$ cat src/fdsc_pkg.sv
// Shared types, constants and membership tables for the fuzzy distance-to-speed controller.
// Used by fdsc_sweep, fdsc_div and the top level; no dependencies.
`timescale 1ns / 1ps
package fdsc_pkg;

  localparam int N_DIST_TERMS  = 4;
  localparam int N_SPEED_TERMS = 6;
  localparam int MEMB_BITS     = 8;
  localparam int MEMB_W        = MEMB_BITS + 1;
  localparam int ONE           = 1 << MEMB_BITS;
  localparam int TERM_BITS     = $clog2(N_DIST_TERMS);
  localparam int RULE_BITS     = 3 * TERM_BITS;
  localparam int N_RULES       = 1 << RULE_BITS;
  localparam int SPD_IDX_BITS  = $clog2(N_SPEED_TERMS);

  localparam int SWEEP_LO  = -200;
  localparam int SWEEP_HI  = 150;
  localparam int X_W       = 9;
  localparam int R_W       = 8;
  localparam int AREA_BITS = 18;
  localparam int MOM_BITS  = 28;
  localparam int DIVN_BITS = MOM_BITS + 1;
  localparam int DIVD_BITS = AREA_BITS + 1;

  localparam int CFG_IDX_BITS = 2;
  localparam logic [CFG_IDX_BITS-1:0] REG_FLOOR   = 2'd0;
  localparam logic [CFG_IDX_BITS-1:0] REG_CEILING = 2'd1;
  localparam logic signed [15:0] FLOOR_RESET   = 16'sd0;
  localparam logic signed [15:0] CEILING_RESET = 16'sd255;

  typedef logic [MEMB_W-1:0] memb_t;

  typedef enum logic [2:0] {
    S_IDLE, S_FUZZ, S_RULE, S_SWEEP_GO, S_SWEEP, S_DIV_GO, S_DIV, S_DONE
  } st_t;

  typedef struct packed {
    logic                        done;
    logic [AREA_BITS-1:0]        area;
    logic signed [MOM_BITS-1:0]  moment;
  } sweep_res_t;

  typedef struct packed {
    logic                 done;
    logic [DIVN_BITS-1:0] quot;
  } div_res_t;

  // Distance terms: every slope spans DIST_SLOPE units.
  localparam int DIST_A [N_DIST_TERMS] = '{-15, 10, 35, 60};
  localparam int DIST_B [N_DIST_TERMS] = '{0, 25, 50, 75};
  localparam int DIST_C [N_DIST_TERMS] = '{10, 35, 60, 255};
  localparam int DIST_D [N_DIST_TERMS] = '{25, 50, 75, 270};
  localparam int DIST_SLOPE  = 15;
  localparam int DIST_N_BITS = $clog2(DIST_SLOPE);
  localparam int DIST_RECIP  = ((ONE << 8) / DIST_SLOPE) + 1;

  localparam int SPD_A [N_SPEED_TERMS] = '{-200, -135, -115, 40, 50, 65};
  localparam int SPD_B [N_SPEED_TERMS] = '{-175, -115, -85, 45, 55, 95};
  localparam int SPD_C [N_SPEED_TERMS] = '{-135, -105, -70, 50, 65, 125};
  localparam int SPD_D [N_SPEED_TERMS] = '{-105, -85, -60, 55, 95, 150};

  localparam int RISE_WD [N_SPEED_TERMS] = '{
    SPD_B[0] - SPD_A[0], SPD_B[1] - SPD_A[1], SPD_B[2] - SPD_A[2],
    SPD_B[3] - SPD_A[3], SPD_B[4] - SPD_A[4], SPD_B[5] - SPD_A[5]};
  localparam int FALL_WD [N_SPEED_TERMS] = '{
    SPD_D[0] - SPD_C[0], SPD_D[1] - SPD_C[1], SPD_D[2] - SPD_C[2],
    SPD_D[3] - SPD_C[3], SPD_D[4] - SPD_C[4], SPD_D[5] - SPD_C[5]};
  localparam int RISE_Q [N_SPEED_TERMS] = '{
    ONE / RISE_WD[0], ONE / RISE_WD[1], ONE / RISE_WD[2],
    ONE / RISE_WD[3], ONE / RISE_WD[4], ONE / RISE_WD[5]};
  localparam int RISE_R [N_SPEED_TERMS] = '{
    ONE % RISE_WD[0], ONE % RISE_WD[1], ONE % RISE_WD[2],
    ONE % RISE_WD[3], ONE % RISE_WD[4], ONE % RISE_WD[5]};
  localparam int FALL_Q [N_SPEED_TERMS] = '{
    ONE / FALL_WD[0], ONE / FALL_WD[1], ONE / FALL_WD[2],
    ONE / FALL_WD[3], ONE / FALL_WD[4], ONE / FALL_WD[5]};
  localparam int FALL_R [N_SPEED_TERMS] = '{
    ONE % FALL_WD[0], ONE % FALL_WD[1], ONE % FALL_WD[2],
    ONE % FALL_WD[3], ONE % FALL_WD[4], ONE % FALL_WD[5]};

  // Rule tables, index = left*16 + mid*4 + right.
  localparam logic [SPD_IDX_BITS-1:0] RULE_LEFT [N_RULES] = '{
    3'd1, 3'd3, 3'd5, 3'd4, 3'd1, 3'd3, 3'd5, 3'd4,
    3'd1, 3'd3, 3'd5, 3'd4, 3'd1, 3'd3, 3'd5, 3'd4,
    3'd4, 3'd1, 3'd4, 3'd1, 3'd4, 3'd1, 3'd4, 3'd5,
    3'd1, 3'd1, 3'd1, 3'd5, 3'd4, 3'd1, 3'd5, 3'd5,
    3'd1, 3'd1, 3'd3, 3'd1, 3'd1, 3'd2, 3'd3, 3'd5,
    3'd1, 3'd2, 3'd3, 3'd5, 3'd1, 3'd1, 3'd4, 3'd5,
    3'd0, 3'd1, 3'd1, 3'd1, 3'd1, 3'd3, 3'd4, 3'd3,
    3'd1, 3'd3, 3'd4, 3'd4, 3'd1, 3'd3, 3'd4, 3'd5};
  localparam logic [SPD_IDX_BITS-1:0] RULE_RIGHT [N_RULES] = '{
    3'd4, 3'd2, 3'd3, 3'd1, 3'd4, 3'd2, 3'd3, 3'd1,
    3'd4, 3'd2, 3'd3, 3'd1, 3'd4, 3'd2, 3'd3, 3'd1,
    3'd1, 3'd4, 3'd1, 3'd4, 3'd1, 3'd4, 3'd1, 3'd3,
    3'd1, 3'd4, 3'd4, 3'd3, 3'd1, 3'd4, 3'd3, 3'd3,
    3'd4, 3'd4, 3'd5, 3'd4, 3'd4, 3'd3, 3'd5, 3'd3,
    3'd4, 3'd3, 3'd5, 3'd4, 3'd4, 3'd4, 3'd5, 3'd4,
    3'd4, 3'd4, 3'd4, 3'd4, 3'd4, 3'd5, 3'd5, 3'd5,
    3'd4, 3'd5, 3'd5, 3'd5, 3'd4, 3'd5, 3'd5, 3'd5};

  function automatic memb_t dist_grade(input int t, input logic signed [15:0] x);
    logic [DIST_N_BITS-1:0] n;
    logic [31:0]            prod;
    memb_t                  g;
    n    = '0;
    g    = '0;
    if (x <= DIST_A[t] || x >= DIST_D[t]) begin
      g = '0;
    end else if (x < DIST_B[t]) begin
      n    = DIST_N_BITS'(x - DIST_A[t]);
      prod = 32'(n) * 32'(DIST_RECIP);
      g    = MEMB_W'(prod >> 8);
    end else if (x <= DIST_C[t]) begin
      g = MEMB_W'(ONE);
    end else begin
      n    = DIST_N_BITS'(DIST_D[t] - x);
      prod = 32'(n) * 32'(DIST_RECIP);
      g    = MEMB_W'(prod >> 8);
    end
    return g;
  endfunction

endpackage

$ cat src/fdsc_sweep.sv
// Speed-universe sweep: per-term incremental slope lanes, clip, max and area/moment sums.
// Depends on fdsc_pkg.
`timescale 1ns / 1ps
module fdsc_sweep (
  input  logic                 clk,
  input  logic                 rst,
  input  logic                 start,
  input  fdsc_pkg::memb_t      strength [fdsc_pkg::N_SPEED_TERMS],
  output fdsc_pkg::sweep_res_t res
);
  localparam int N  = fdsc_pkg::N_SPEED_TERMS;
  localparam int XW = fdsc_pkg::X_W;
  localparam int RW = fdsc_pkg::R_W;
  localparam int MW = fdsc_pkg::MEMB_W;

  logic                  run;
  logic signed [XW-1:0]  x;
  logic signed [XW-1:0]  xn;
  fdsc_pkg::memb_t       q [N];
  logic signed [RW-1:0]  r [N];
  fdsc_pkg::memb_t       q_next [N];
  logic signed [RW-1:0]  r_next [N];
  fdsc_pkg::memb_t       gc [N];
  fdsc_pkg::memb_t       agg;
  fdsc_pkg::memb_t       agg_r;
  logic signed [XW-1:0]  xa_r;
  logic                  agg_v;
  logic                  last_v;
  logic                  done;
  logic [fdsc_pkg::AREA_BITS-1:0]       area;
  logic signed [fdsc_pkg::MOM_BITS-1:0] moment;
  logic signed [MW+XW:0] prod;

  assign xn = x + XW'(1);

  for (genvar t = 0; t < N; t++) begin : g_lane
    fdsc_pkg::memb_t      g;
    fdsc_pkg::memb_t      q_up;
    fdsc_pkg::memb_t      q_dn;
    logic signed [RW-1:0] r_up;
    logic signed [RW-1:0] r_dn;

    always_comb begin
      if (x >= fdsc_pkg::SPD_B[t] && x <= fdsc_pkg::SPD_C[t]) begin
        g = MW'(fdsc_pkg::ONE);
      end else if (x > fdsc_pkg::SPD_A[t] && x < fdsc_pkg::SPD_D[t]) begin
        g = q[t];
      end else begin
        g = '0;
      end
      gc[t] = (g < strength[t]) ? g : strength[t];

      q_up = q[t] + MW'(fdsc_pkg::RISE_Q[t]);
      r_up = r[t] + RW'(fdsc_pkg::RISE_R[t]);
      if (r_up >= RW'(fdsc_pkg::RISE_WD[t])) begin
        r_up = r_up - RW'(fdsc_pkg::RISE_WD[t]);
        q_up = q_up + MW'(1);
      end
      q_dn = q[t] - MW'(fdsc_pkg::FALL_Q[t]);
      r_dn = r[t] - RW'(fdsc_pkg::FALL_R[t]);
      if (r_dn < 0) begin
        r_dn = r_dn + RW'(fdsc_pkg::FALL_WD[t]);
        q_dn = q_dn - MW'(1);
      end

      if (xn <= fdsc_pkg::SPD_A[t]) begin
        q_next[t] = '0;
        r_next[t] = '0;
      end else if (xn < fdsc_pkg::SPD_B[t]) begin
        q_next[t] = q_up;
        r_next[t] = r_up;
      end else if (xn <= fdsc_pkg::SPD_C[t]) begin
        q_next[t] = MW'(fdsc_pkg::ONE);
        r_next[t] = '0;
      end else if (xn < fdsc_pkg::SPD_D[t]) begin
        q_next[t] = q_dn;
        r_next[t] = r_dn;
      end else begin
        q_next[t] = q[t];
        r_next[t] = r[t];
      end
    end

    always_ff @(posedge clk) begin
      if (start) begin
        q[t] <= '0;
        r[t] <= '0;
      end else if (run) begin
        q[t] <= q_next[t];
        r[t] <= r_next[t];
      end
    end
  end

  always_comb begin
    agg = '0;
    for (int t = 0; t < N; t++) begin
      if (gc[t] > agg) begin
        agg = gc[t];
      end
    end
  end

  assign prod = $signed({1'b0, agg_r}) * xa_r;

  always_ff @(posedge clk) begin
    if (rst) begin
      run    <= 1'b0;
      agg_v  <= 1'b0;
      last_v <= 1'b0;
      done   <= 1'b0;
    end else begin
      agg_v  <= run;
      last_v <= run && (x == XW'(fdsc_pkg::SWEEP_HI - 1));
      done   <= agg_v && last_v;
      if (start) begin
        run <= 1'b1;
      end else if (run && x == XW'(fdsc_pkg::SWEEP_HI - 1)) begin
        run <= 1'b0;
      end
    end
  end

  always_ff @(posedge clk) begin
    agg_r <= agg;
    xa_r  <= x;
    if (start) begin
      x      <= XW'(fdsc_pkg::SWEEP_LO);
      area   <= '0;
      moment <= '0;
    end else begin
      if (run) begin
        x <= xn;
      end
      if (agg_v) begin
        area   <= area + fdsc_pkg::AREA_BITS'(agg_r);
        moment <= moment + fdsc_pkg::MOM_BITS'(prod);
      end
    end
  end

  assign res.done   = done;
  assign res.area   = area;
  assign res.moment = moment;

endmodule

$ cat src/fdsc_div.sv
// Restoring divider, one quotient bit per cycle, for the centroid quotient.
// Depends on fdsc_pkg.
`timescale 1ns / 1ps
module fdsc_div (
  input  logic                           clk,
  input  logic                           rst,
  input  logic                           start,
  input  logic [fdsc_pkg::DIVN_BITS-1:0] dividend,
  input  logic [fdsc_pkg::DIVD_BITS-1:0] divisor,
  output fdsc_pkg::div_res_t             res
);
  localparam int NB = fdsc_pkg::DIVN_BITS;
  localparam int DB = fdsc_pkg::DIVD_BITS;
  localparam int CB = $clog2(NB + 1);

  logic [NB-1:0] num;
  logic [DB:0]   rem;
  logic [DB-1:0] den;
  logic [CB-1:0] cnt;
  logic          busy;
  logic          done;
  logic [DB:0]   shifted;
  logic          fits;

  assign shifted = {rem[DB-1:0], num[NB-1]};
  assign fits    = shifted >= {1'b0, den};

  always_ff @(posedge clk) begin
    if (rst) begin
      busy <= 1'b0;
      done <= 1'b0;
    end else begin
      done <= 1'b0;
      if (start) begin
        busy <= 1'b1;
      end else if (busy && cnt == CB'(NB - 1)) begin
        busy <= 1'b0;
        done <= 1'b1;
      end
    end
  end

  always_ff @(posedge clk) begin
    if (start) begin
      num <= dividend;
      den <= divisor;
      rem <= '0;
      cnt <= '0;
    end else if (busy) begin
      rem <= fits ? (shifted - {1'b0, den}) : shifted;
      num <= {num[NB-2:0], fits};
      cnt <= cnt + CB'(1);
    end
  end

  assign res.done = done;
  assign res.quot = num;

endmodule

$ cat src/fuzzy_distance_to_speed_controller.sv
// Top level: clamping, fuzzification, rule sequencer, sweep and divider control, output register.
// Depends on fdsc_pkg, fdsc_sweep and fdsc_div.
//
// Usage:
//   Input channel (in_valid/in_ready) takes three distance readings and a side select.
//   in_ready is high only while the sequencer is idle; one request is worked at a time.
//   Output channel (out_valid/out_ready) returns motor_speed and no_rule_fired from an
//   output register, so a new request can be taken while a result waits for the receiver.
//   Configuration channel (cfg_valid/cfg_ready/cfg_index/cfg_data) is always ready;
//   index 0 is the input floor, index 1 the input ceiling, other indexes are dropped.
//   A request passes the fuzzify step, 64 rules (one rule per cycle through the shared
//   min/max compare), 350 sweep points at one per cycle plus the sweep pipeline, the
//   bit-serial divider (29 quotient bits) and the load of the output register. When no
//   rule fired the divider is skipped. A new request is taken only once the sequencer
//   has passed its result to the output register and returned to idle.
//   Reset (rst, synchronous) returns the sequencer to idle, clears out_valid and loads the
//   clamp registers with 0 and 255. A stalled receiver holds the result in place; the
//   next result waits in the done state until the output register is free.
`timescale 1ns / 1ps
module fuzzy_distance_to_speed_controller (
  input  logic                              clk,
  input  logic                              rst,
  input  logic                              in_valid,
  output logic                              in_ready,
  input  logic signed [15:0]                dist_left,
  input  logic signed [15:0]                dist_mid,
  input  logic signed [15:0]                dist_right,
  input  logic                              side_is_left,
  output logic                              out_valid,
  input  logic                              out_ready,
  output logic signed [8:0]                 motor_speed,
  output logic                              no_rule_fired,
  input  logic                              cfg_valid,
  output logic                              cfg_ready,
  input  logic [fdsc_pkg::CFG_IDX_BITS-1:0] cfg_index,
  input  logic [15:0]                       cfg_data
);
  localparam int ND = fdsc_pkg::N_DIST_TERMS;
  localparam int NS = fdsc_pkg::N_SPEED_TERMS;
  localparam int TB = fdsc_pkg::TERM_BITS;
  localparam int RB = fdsc_pkg::RULE_BITS;

  fdsc_pkg::st_t state, state_next;

  logic signed [15:0] input_floor;
  logic signed [15:0] input_ceiling;
  logic signed [15:0] dl, dm, dr;
  logic               side;
  fdsc_pkg::memb_t    ml [ND];
  fdsc_pkg::memb_t    mm [ND];
  fdsc_pkg::memb_t    mr [ND];
  fdsc_pkg::memb_t    strength [NS];
  logic [RB-1:0]      rule_cnt;

  fdsc_pkg::memb_t    s_min;
  fdsc_pkg::memb_t    mi, mj, mk;
  logic [fdsc_pkg::SPD_IDX_BITS-1:0] rule_t;

  logic sweep_start;
  logic div_start;
  logic load_out;
  logic rule_last;
  fdsc_pkg::sweep_res_t sres;
  fdsc_pkg::div_res_t   dres;

  logic                                  neg;
  logic [fdsc_pkg::MOM_BITS-1:0]         m_abs;
  logic [fdsc_pkg::DIVN_BITS-1:0]        dividend;
  logic [fdsc_pkg::DIVD_BITS-1:0]        divisor;
  logic signed [8:0]                     res_speed;
  logic                                  res_flag;
  logic [8:0]                            q9;

  function automatic logic signed [15:0] clamp_in(input logic signed [15:0] v,
                                                   input logic signed [15:0] lo,
                                                   input logic signed [15:0] hi);
    logic signed [15:0] c;
    c = (v > hi) ? hi : v;
    c = (c < lo) ? lo : c;
    return c;
  endfunction

  assign cfg_ready = 1'b1;
  assign rule_last = rule_cnt == {RB{1'b1}};

  assign mi     = ml[rule_cnt[3*TB-1:2*TB]];
  assign mj     = mm[rule_cnt[2*TB-1:TB]];
  assign mk     = mr[rule_cnt[TB-1:0]];
  assign rule_t = side ? fdsc_pkg::RULE_LEFT[rule_cnt] : fdsc_pkg::RULE_RIGHT[rule_cnt];

  always_comb begin
    s_min = (mi < mj) ? mi : mj;
    s_min = (mk < s_min) ? mk : s_min;
  end

  assign neg      = sres.moment < 0;
  assign m_abs    = neg ? fdsc_pkg::MOM_BITS'(-sres.moment)
                        : fdsc_pkg::MOM_BITS'(sres.moment);
  assign dividend = fdsc_pkg::DIVN_BITS'({m_abs, 1'b0})
                  + fdsc_pkg::DIVN_BITS'(sres.area);
  assign divisor  = {sres.area, 1'b0};
  assign q9       = dres.quot[8:0];

  always_comb begin
    state_next = state;
    case (state)
      fdsc_pkg::S_IDLE:     if (in_valid) state_next = fdsc_pkg::S_FUZZ;
      fdsc_pkg::S_FUZZ:     state_next = fdsc_pkg::S_RULE;
      fdsc_pkg::S_RULE:     if (rule_last) state_next = fdsc_pkg::S_SWEEP_GO;
      fdsc_pkg::S_SWEEP_GO: state_next = fdsc_pkg::S_SWEEP;
      fdsc_pkg::S_SWEEP: begin
        if (sres.done) begin
          state_next = (sres.area == '0) ? fdsc_pkg::S_DONE : fdsc_pkg::S_DIV_GO;
        end
      end
      fdsc_pkg::S_DIV_GO:   state_next = fdsc_pkg::S_DIV;
      fdsc_pkg::S_DIV:      if (dres.done) state_next = fdsc_pkg::S_DONE;
      fdsc_pkg::S_DONE:     if (!out_valid || out_ready) state_next = fdsc_pkg::S_IDLE;
      default:              state_next = fdsc_pkg::S_IDLE;
    endcase
  end

  always_comb begin
    in_ready    = 1'b0;
    sweep_start = 1'b0;
    div_start   = 1'b0;
    load_out    = 1'b0;
    case (state)
      fdsc_pkg::S_IDLE:     in_ready = 1'b1;
      fdsc_pkg::S_SWEEP_GO: sweep_start = 1'b1;
      fdsc_pkg::S_DIV_GO:   div_start = 1'b1;
      fdsc_pkg::S_DONE:     load_out = !out_valid || out_ready;
      default: begin
      end
    endcase
  end

  always_ff @(posedge clk) begin
    if (rst) begin
      state         <= fdsc_pkg::S_IDLE;
      out_valid     <= 1'b0;
      input_floor   <= fdsc_pkg::FLOOR_RESET;
      input_ceiling <= fdsc_pkg::CEILING_RESET;
    end else begin
      state <= state_next;
      if (load_out) begin
        out_valid <= 1'b1;
      end else if (out_ready) begin
        out_valid <= 1'b0;
      end
      if (cfg_valid && cfg_index == fdsc_pkg::REG_FLOOR) begin
        input_floor <= cfg_data;
      end
      if (cfg_valid && cfg_index == fdsc_pkg::REG_CEILING) begin
        input_ceiling <= cfg_data;
      end
    end
  end

  always_ff @(posedge clk) begin
    if (in_valid && in_ready) begin
      dl   <= clamp_in(dist_left, input_floor, input_ceiling);
      dm   <= clamp_in(dist_mid, input_floor, input_ceiling);
      dr   <= clamp_in(dist_right, input_floor, input_ceiling);
      side <= side_is_left;
    end
    if (state == fdsc_pkg::S_FUZZ) begin
      for (int t = 0; t < ND; t++) begin
        ml[t] <= fdsc_pkg::dist_grade(t, dl);
        mm[t] <= fdsc_pkg::dist_grade(t, dm);
        mr[t] <= fdsc_pkg::dist_grade(t, dr);
      end
      for (int t = 0; t < NS; t++) begin
        strength[t] <= '0;
      end
      rule_cnt <= '0;
    end
    if (state == fdsc_pkg::S_RULE) begin
      if (s_min > strength[rule_t]) begin
        strength[rule_t] <= s_min;
      end
      rule_cnt <= rule_cnt + RB'(1);
    end
    if (state == fdsc_pkg::S_SWEEP && sres.done && sres.area == '0) begin
      res_speed <= '0;
      res_flag  <= 1'b1;
    end
    if (dres.done) begin
      res_speed <= neg ? $signed(-q9) : $signed(q9);
      res_flag  <= 1'b0;
    end
    if (load_out) begin
      motor_speed   <= res_speed;
      no_rule_fired <= res_flag;
    end
  end

  fdsc_sweep u_sweep (
    .clk      (clk),
    .rst      (rst),
    .start    (sweep_start),
    .strength (strength),
    .res      (sres)
  );

  fdsc_div u_div (
    .clk      (clk),
    .rst      (rst),
    .start    (div_start),
    .dividend (dividend),
    .divisor  (divisor),
    .res      (dres)
  );

endmodule

$ cat config.mk
export PLATFORM = sky130hd
export DESIGN_NAME = fuzzy_distance_to_speed_controller
export DESIGN_NICKNAME = d
export VERILOG_FILES = /design/src/fdsc_pkg.sv /design/src/fdsc_sweep.sv /design/src/fdsc_div.sv /design/src/fuzzy_distance_to_speed_controller.sv
export SDC_FILE = /design/constraint.sdc
export NUM_CORES = 2
export LEC_CHECK = 0
export ABC_AREA = 1
export BUFFER_PORTS_ARGS = -buffer_cell sky130_fd_sc_hd__buf_2
export CAP_MARGIN = 15
export CORE_MARGIN = 10
export CORE_UTILIZATION = 58
export DETAILED_ROUTE_END_ITERATION = 16
export PLACE_DENSITY = 0.72
export SLEW_MARGIN = 20
export SYNTH_ARGS = -nofsm -noshare
export SYNTH_HDL_FRONTEND = slang
export SYNTH_SLANG_ARGS = --single-unit
$ cat constraint.sdc
create_clock -name clk -period 24.2 [get_ports clk]
set_clock_uncertainty 0.15 [all_clocks]
set_input_delay 2.42 -clock clk [delete_from_list [all_inputs] [get_ports clk]]
set_output_delay 2.42 -clock clk [all_outputs]
set_load 0.005 [all_outputs]
* Yosys cells after proc, flatten, opt, wreduce, memory -nomap -nowiden
Memories as Yosys holds them, arrays and structs flattened. A register that Yosys moved wholly into a read port is not among the register bits.
Cells that the tools add are included.
** Word-level totals
- Flip-flop bits (word level) :: 315
- Bits in writable memories :: 210
- Memory bits (read-only) :: 384
- Input bits :: 72
- Output and inout port bits :: 13
- Word-level logic and storage cells :: 557
- Memories kept :: 7
** Cells by class
- Add/subtract/negate cells :: 81
- Multipliers :: 25
- Order comparisons :: 119
- Equality and inequality tests :: 16
- Mux-type cells :: 215
- Bitwise operators :: 14
- Reductions and logical operators :: 46
** Memory list
- (no name shown) :: words 64, bits a word 3, rd ports 1, clocked after memory_dff 0, wr ports 0, line fuzzy_distance_to_speed_controller.sv:89 : assign rule_t = side ? fdsc_pkg::RULE_LEFT[rule_cnt] : fdsc_pkg::RULE_RIGHT[rule_cnt];
- (no name shown) :: words 64, bits a word 3, rd ports 1, clocked after memory_dff 0, wr ports 0, line fuzzy_distance_to_speed_controller.sv:89
- u_sweep.q :: words 6, bits a word 9, rd ports 6, clocked after memory_dff 0, wr ports 6, line fdsc_sweep.sv:19 : fdsc_pkg::memb_t q [N];
- u_sweep.r :: words 6, bits a word 8, rd ports 6, clocked after memory_dff 0, wr ports 6, line fdsc_sweep.sv:20 : logic signed [RW-1:0] r [N];
- ml :: words 4, bits a word 9, rd ports 1, clocked after memory_dff 1, wr ports 4, line fuzzy_distance_to_speed_controller.sv:49 : fdsc_pkg::memb_t ml [ND];
- mm :: words 4, bits a word 9, rd ports 1, clocked after memory_dff 1, wr ports 4, line fuzzy_distance_to_speed_controller.sv:50 : fdsc_pkg::memb_t mm [ND];
- 1 more memories
** Operators with widths (number)
- two-way mux 9 bit :: 122
- multiplier 4 x 12 -> 16 bit, second input constant :: 24
- two-way mux 8 bit :: 42
- two-way mux 54 bit :: 3
- <= comparator 16 x 5 -> 1 bit, second input constant :: 6
- <= comparator 16 x 7 -> 1 bit, second input constant :: 6
- two-way mux 16 bit :: 6
- <= comparator 9 x 8 -> 1 bit, second input constant :: 9
- less-than comparator 9 bit :: 8
- less-than comparator 9 x 8 -> 1 bit, second input constant :: 7
- two-way mux 29 bit :: 2
- adder 8 x 6 -> 8 bit, second input constant :: 7
- subtractor 8 x 6 -> 8 bit, second input constant :: 7
- adder 9 x 1 -> 9 bit, second input constant :: 6
- bitwise mux 54 bit :: 1
- > comparator 9 bit :: 6
- subtractor 9 x 1 -> 9 bit, second input constant :: 6
- >= comparator 16 x 10 -> 1 bit, second input constant :: 3
- >= comparator 16 x 6 -> 1 bit, second input constant :: 3
- >= comparator 16 x 7 -> 1 bit, second input constant :: 3
- >= comparator 16 x 8 -> 1 bit, second input constant :: 3
- > comparator 16 bit :: 3
- <= comparator 16 x 9 -> 1 bit, second input constant :: 3
- less-than comparator 16 x 1 -> 1 bit, second input constant :: 3
- 79 further kinds :: 227

* Depth between registers and ports, before layout
- Depth in word-level cells :: 18
- Mapped depth :: 84
- Gate-level depth less buffers :: 82

* Modules after synthesis
A second synthesis with hierarchy kept.
** Unflattened totals
- Cell total of the unflattened synthesis :: 6560
- Area, all modules :: 47100.2 µm²
** Modules (own cells, without submodules)
- fdsc_sweep :: instances 1, cells each 3249, area each 22674.2 µm², seq. area each 4514.3 µm²
- fuzzy_distance_to_speed_controller :: instances 1, cells each 2729, area each 20030.5 µm², seq. area each 6686.4 µm²
- fdsc_div :: instances 1, cells each 582, area each 4395.5 µm², seq. area each 1961.9 µm²

* Worst setup path before layout
Ideal clock, no wire load.
- Kind :: reg2reg
- Start :: reg u_sweep.x[1]
- End :: reg u_sweep.agg_r[1]
- Setup time :: 0.114 ns
- Arrival :: 9.941 ns
- Data required time :: 23.936 ns
- Path slack :: 13.995 ns
- Stages on the path, launching flop included :: 82
- Path buffers :: 2
- Clock period less this slack :: 10.205 ns
- Cell sequence :: dfxtp_1 > buf_6 > inv_1 > ha_1 > inv_1 > nor3_1 > nand3_1 > nand3_1 > inv_1 > nand3_1 > inv_1 > ha_1 > a21oi_1 > nor2_1 > a211oi_1 > o221a_2 > buf_1 > nand3_1 > (+46 left out) > a221o_1 > nand2_1 > inv_1 > nand3_1 > nand2_1 > ha_1 > nand2_1 > nor2_1 > a211oi_1 > o21ai_0 > nand3_1 > nand2_1 > a21oi_1 > o21bai_1 > nand2_2 > clkinv_1 > nand2_1 > nand2_1
** Between the ends
- Cells in the longest elaborated chain, start to end :: 18
- Elaborated cells between the ends (all ways) :: 72
- Those cells by class :: order compare (36); mux (24); reduce/logical (12)
** RTL lines
- from (decl) :: line fdsc_sweep.sv:17 : logic signed [XW-1:0] x;
- from (signal assigned) :: line fdsc_sweep.sv:128 : x <= XW'(fdsc_pkg::SWEEP_LO);
- from (signal assigned) :: line fdsc_sweep.sv:133 : x <= xn;
- > comparator 9 bit or less-than comparator 9 x 8 -> 1 bit (tied branches) :: line fdsc_sweep.sv:46 : end else if (x > fdsc_pkg::SPD_A[t] && x < fdsc_pkg::SPD_D[t]) begin
- logical AND 1 bit :: line fdsc_sweep.sv:46
- two-way mux 9 bit :: line fdsc_sweep.sv:46
- two-way mux 9 bit :: line fdsc_sweep.sv:44 : if (x >= fdsc_pkg::SPD_B[t] && x <= fdsc_pkg::SPD_C[t]) begin
- less-than comparator 9 bit :: line fdsc_sweep.sv:51 : gc[t] = (g < strength[t]) ? g : strength[t];
- two-way mux 9 bit :: line fdsc_sweep.sv:51
- > comparator 9 x 1 -> 1 bit :: line fdsc_sweep.sv:98 : if (gc[t] > agg) begin
- two-way mux 9 bit :: line fdsc_sweep.sv:98
- (+3 left out)
- two-way mux 9 bit :: line fdsc_sweep.sv:98
- > comparator 9 bit :: line fdsc_sweep.sv:98
- two-way mux 9 bit :: line fdsc_sweep.sv:98
- > comparator 9 bit :: line fdsc_sweep.sv:98
- two-way mux 9 bit :: line fdsc_sweep.sv:98
- > comparator 9 bit :: line fdsc_sweep.sv:98
- two-way mux 9 bit (*) :: line fdsc_sweep.sv:98
- named net u_sweep.agg[1] :: line fdsc_sweep.sv:24 : fdsc_pkg::memb_t agg;
- to (signal assigned) :: line fdsc_sweep.sv:125 : agg_r <= agg;
- to (decl) :: line fdsc_sweep.sv:25 : fdsc_pkg::memb_t agg_r;
Mark *: on every way through the listed nets, which the timed path passes. The rest lies on a longest branch.
A chain may end at the register's enable or synchronous reset.

* Worst setup path in the final report
Same ends and word-level chain as after synthesis.

==> impl_metrics.tcl <==
set metrics [dict create \
    rr_endpoint "u_sweep.agg_r[1]" \
    status "finished clean" \
    die-area_um2 90300 \
    use_met2 0.494 \
    htreeDepth 2 \
    synth_top_area_frac 0.200 \
    cp-start-kind "flop" \
    cts_hold_buf 0 \
    yosysMostFrequentCell "nand2_1" \
    yosys_most_used_dff "edfxtp_1" \
    ys_top_cells_by_count "nand2_1 (1312), inv_1 (866), nand3_1 (494)" \
    worstMarginPinSlew_ns 1.04 \
    grt_pass1_vias 40115 \
    path_common_cell "nand2_1" \
    ios 85 \
    finalSetupViolations 0 \
    grtUsageMet1 0.359 \
    async_flop_share 0 \
    grt_start_max_net_pins 59 \
    rows 102 \
    slew_headroom 0.303 \
    syn_nets 6889 \
    min_from "u_sweep.last_v" \
    synthCells 6273 \
    drtIter0Drc 3241 \
    synth_area_um2 45600 \
    finalSetupTns_ns 0 \
    path_clk_slew_ns 0.07 \
    overflow 0 \
    die_x_um 300 \
    critPathKind "reg -> reg" \
    postRouteAntennaNets 0 \
    synth_edf_count 304 \
    multi_input_area_um2 28300 \
    antenna_found_initial 0 \
    ff_latch_area_um2 13100 \
    vias 42299 \
    final_max_slew_viol_count 0 \
    port_buffers 83 \
    wl_per_cell_um 18.0 \
    die_h_um 300 \
    drive_gt1_frac 0.0631 \
    hp-class "reg -> reg" \
    cts_resized 0 \
    cts_tree "yes" \
    initial_core_util 0.587 \
    track_usage 0.287 \
    fp.coreArea_um2 77700 \
    hold_path_depth 2 \
    dp_hpwl_um 105000 \
    wl_um 133000 \
    synth_cell_types 83 \
    regToRegSetupSlack_ns 11.33 \
    root_buffer "clkbuf_16" \
    clk-insertion-delay-late_ns 0.66 \
    hold_viol_final 0 \
    yosysSeqAreaShare 0.288 \
    max_stage_delay_ns 0.62 \
    slowest_stage "dfxtp_1" \
    yosys-top-cells-area "edfxtp_1 (20%), ha_1 (13%), nand2_1 (11%)" \
    yosys_warnings 0 \
    antenna_cells 0 \
    cap_violations 0 \
    drt-pass1-iter-count 6 \
    crit_start "u_sweep.x[1]" \
    cts_buffers 59 \
    min_to "u_sweep.done" \
    syn_area_per_cell_um2 7.27 \
    fillers 7144 \
    r2r_start "u_sweep.x[1]" \
    path_max_fanout 12 \
    worstSetupEndpointType "flop" \
    gp_congestion 0.977 \
    grt_busiest_layer "met2" \
    rsz0062_at_grt "false" \
    r2r_cells 80 \
    grt_pass1_wl_um 212000 \
    drt_drc_violations_left 0 \
    hold_slack_ns 0.271 \
    period_minus_slack_ns 12.87 \
    cts_sinks 504 \
    cp.arrival_ns 13.25 \
    vias_per_cell 5.73 \
    nets 6907 \
    synth-seq-cells 504 \
    use_met3 0.0321 \
    max_freq_mhz 77.7 \
    fin_crit_sh 0.532 \
    area_delta_synth_final_pct 7.20 \
    post_cts_buffers 0 \
    yosysTopAreaCell "edfxtp_1" \
    cts_max_path_buffers 3 \
    crit_required_ns 24.58 \
]
-- critical path, delay by kind of cell, from the launching register on --
family / cells / cell delay (ns)
and+or+nand+nor: 42 / 4.89
AOI/OAI and AO/OA: 20 / 3.19
buffers and inverters: 11 / 1.97
adders and majority gates: 7 / 1.91
DFF: 1 / 0.62
-- worst max path at each step --
stage / slack, ns / endpoint / depth (start not counted)
global route: 9.86 / u_sweep.agg_r[7] / 80
CTS: 11.56 / u_sweep.agg_r[2] / 81
detailed placement: 11.61 / u_sweep.agg_r[2] / 81
finish: 11.33 / u_sweep.agg_r[1] / 80
global placement: 11.68 / u_sweep.agg_r[5] / 81
floorplan: 14.00 / u_sweep.agg_r[1] / 81
-- layout make-up --
class / count / share of cell area
flip-flops and latches: 504 / 0.269
well taps: 1040 / 0.0266
multi-input cells: 4700 / 0.579
inverters: 917 / 0.0707
clock inverters: 44 / 0.00993
clock buffers: 67 / 0.0323
repair buffers: 109 / 0.0125
-- per-layer routing --
metal	routed length (µm)	share of wire
met3	7180	0.054
met5	0	0
met4	6340	0.048
met1	56200	0.42
met2	63100	0.48
-- registers in the layout (all words and copies together), names as in the netlist, 18 cells and up, named ones only --
register        cells
u_div.den          18
mr                 28
mm                 28
u_sweep.q          54
strength           54
u_sweep.area       18
u_div.rem          19
u_sweep.r          45
u_div.num          29
ml                 28
u_sweep.moment     28
-- stage by stage --
step                      setup slack [ns]  utilization  std cells  instance area (µm²)
final                                11.33        0.629       7381                48900
after global routing                  9.86        0.629       7381                48900
after CTS                            11.56        0.629       7381                48900
after detailed placement             11.61        0.602       7270                46800
after global placement               11.68        0.602       7270                46800
after floorplan                      14.00            -       6273                45600
-- kinds of logic (layout without fill, tap and decap cells) --
logic type                 Yosys count  count (layout)  synth area share
adders and majority gates          544             544             0.160
and+or+nand+nor                   2741            2741             0.266
DFF                                504             504             0.288
buffers and inverters             1069            1137            0.0916
AOI/OAI and AO/OA                 1163            1163             0.145
xor gates and xnor gates           251             251            0.0492
other                                1               1         0.0000822
-- placed cells by master, fill, tap and decap left out, types with 17 or more instances in the layout --
master / netlist / routed
xor2_1: 187 / 187
nand3_1: 494 / 494
and2_1: 23 / 23
xnor2_1: 61 / 61
inv_1: 866 / 866
o22ai_1: 53 / 53
or2_2: 35 / 35
o211ai_1: 37 / 37
clkbuf_16: 0 / 62
o21ai_0: 410 / 405
nor4_1: 35 / 35
nor2_2: 19 / 19
fa_1: 68 / 68
o31ai_1: 18 / 18
clkinv_1: 12 / 17
a211oi_1: 20 / 20
nor2_1: 481 / 481
nand2_2: 34 / 34
edfxtp_1: 304 / 304
a31oi_1: 19 / 19
nand2_1: 1312 / 1312
ha_1: 476 / 476
nor3_1: 135 / 131
inv_2: 35 / 35
nand3b_1: 19 / 19
dfxtp_1: 200 / 200
nand4_1: 92 / 92
o21ai_1: 39 / 43
a21oi_1: 439 / 439
buf_2: 31 / 83
buf_4: 8 / 26
Power is left out: the tool's default activity adds up to more than one toggle a clock period on the data nets, which glitch-free logic cannot reach.
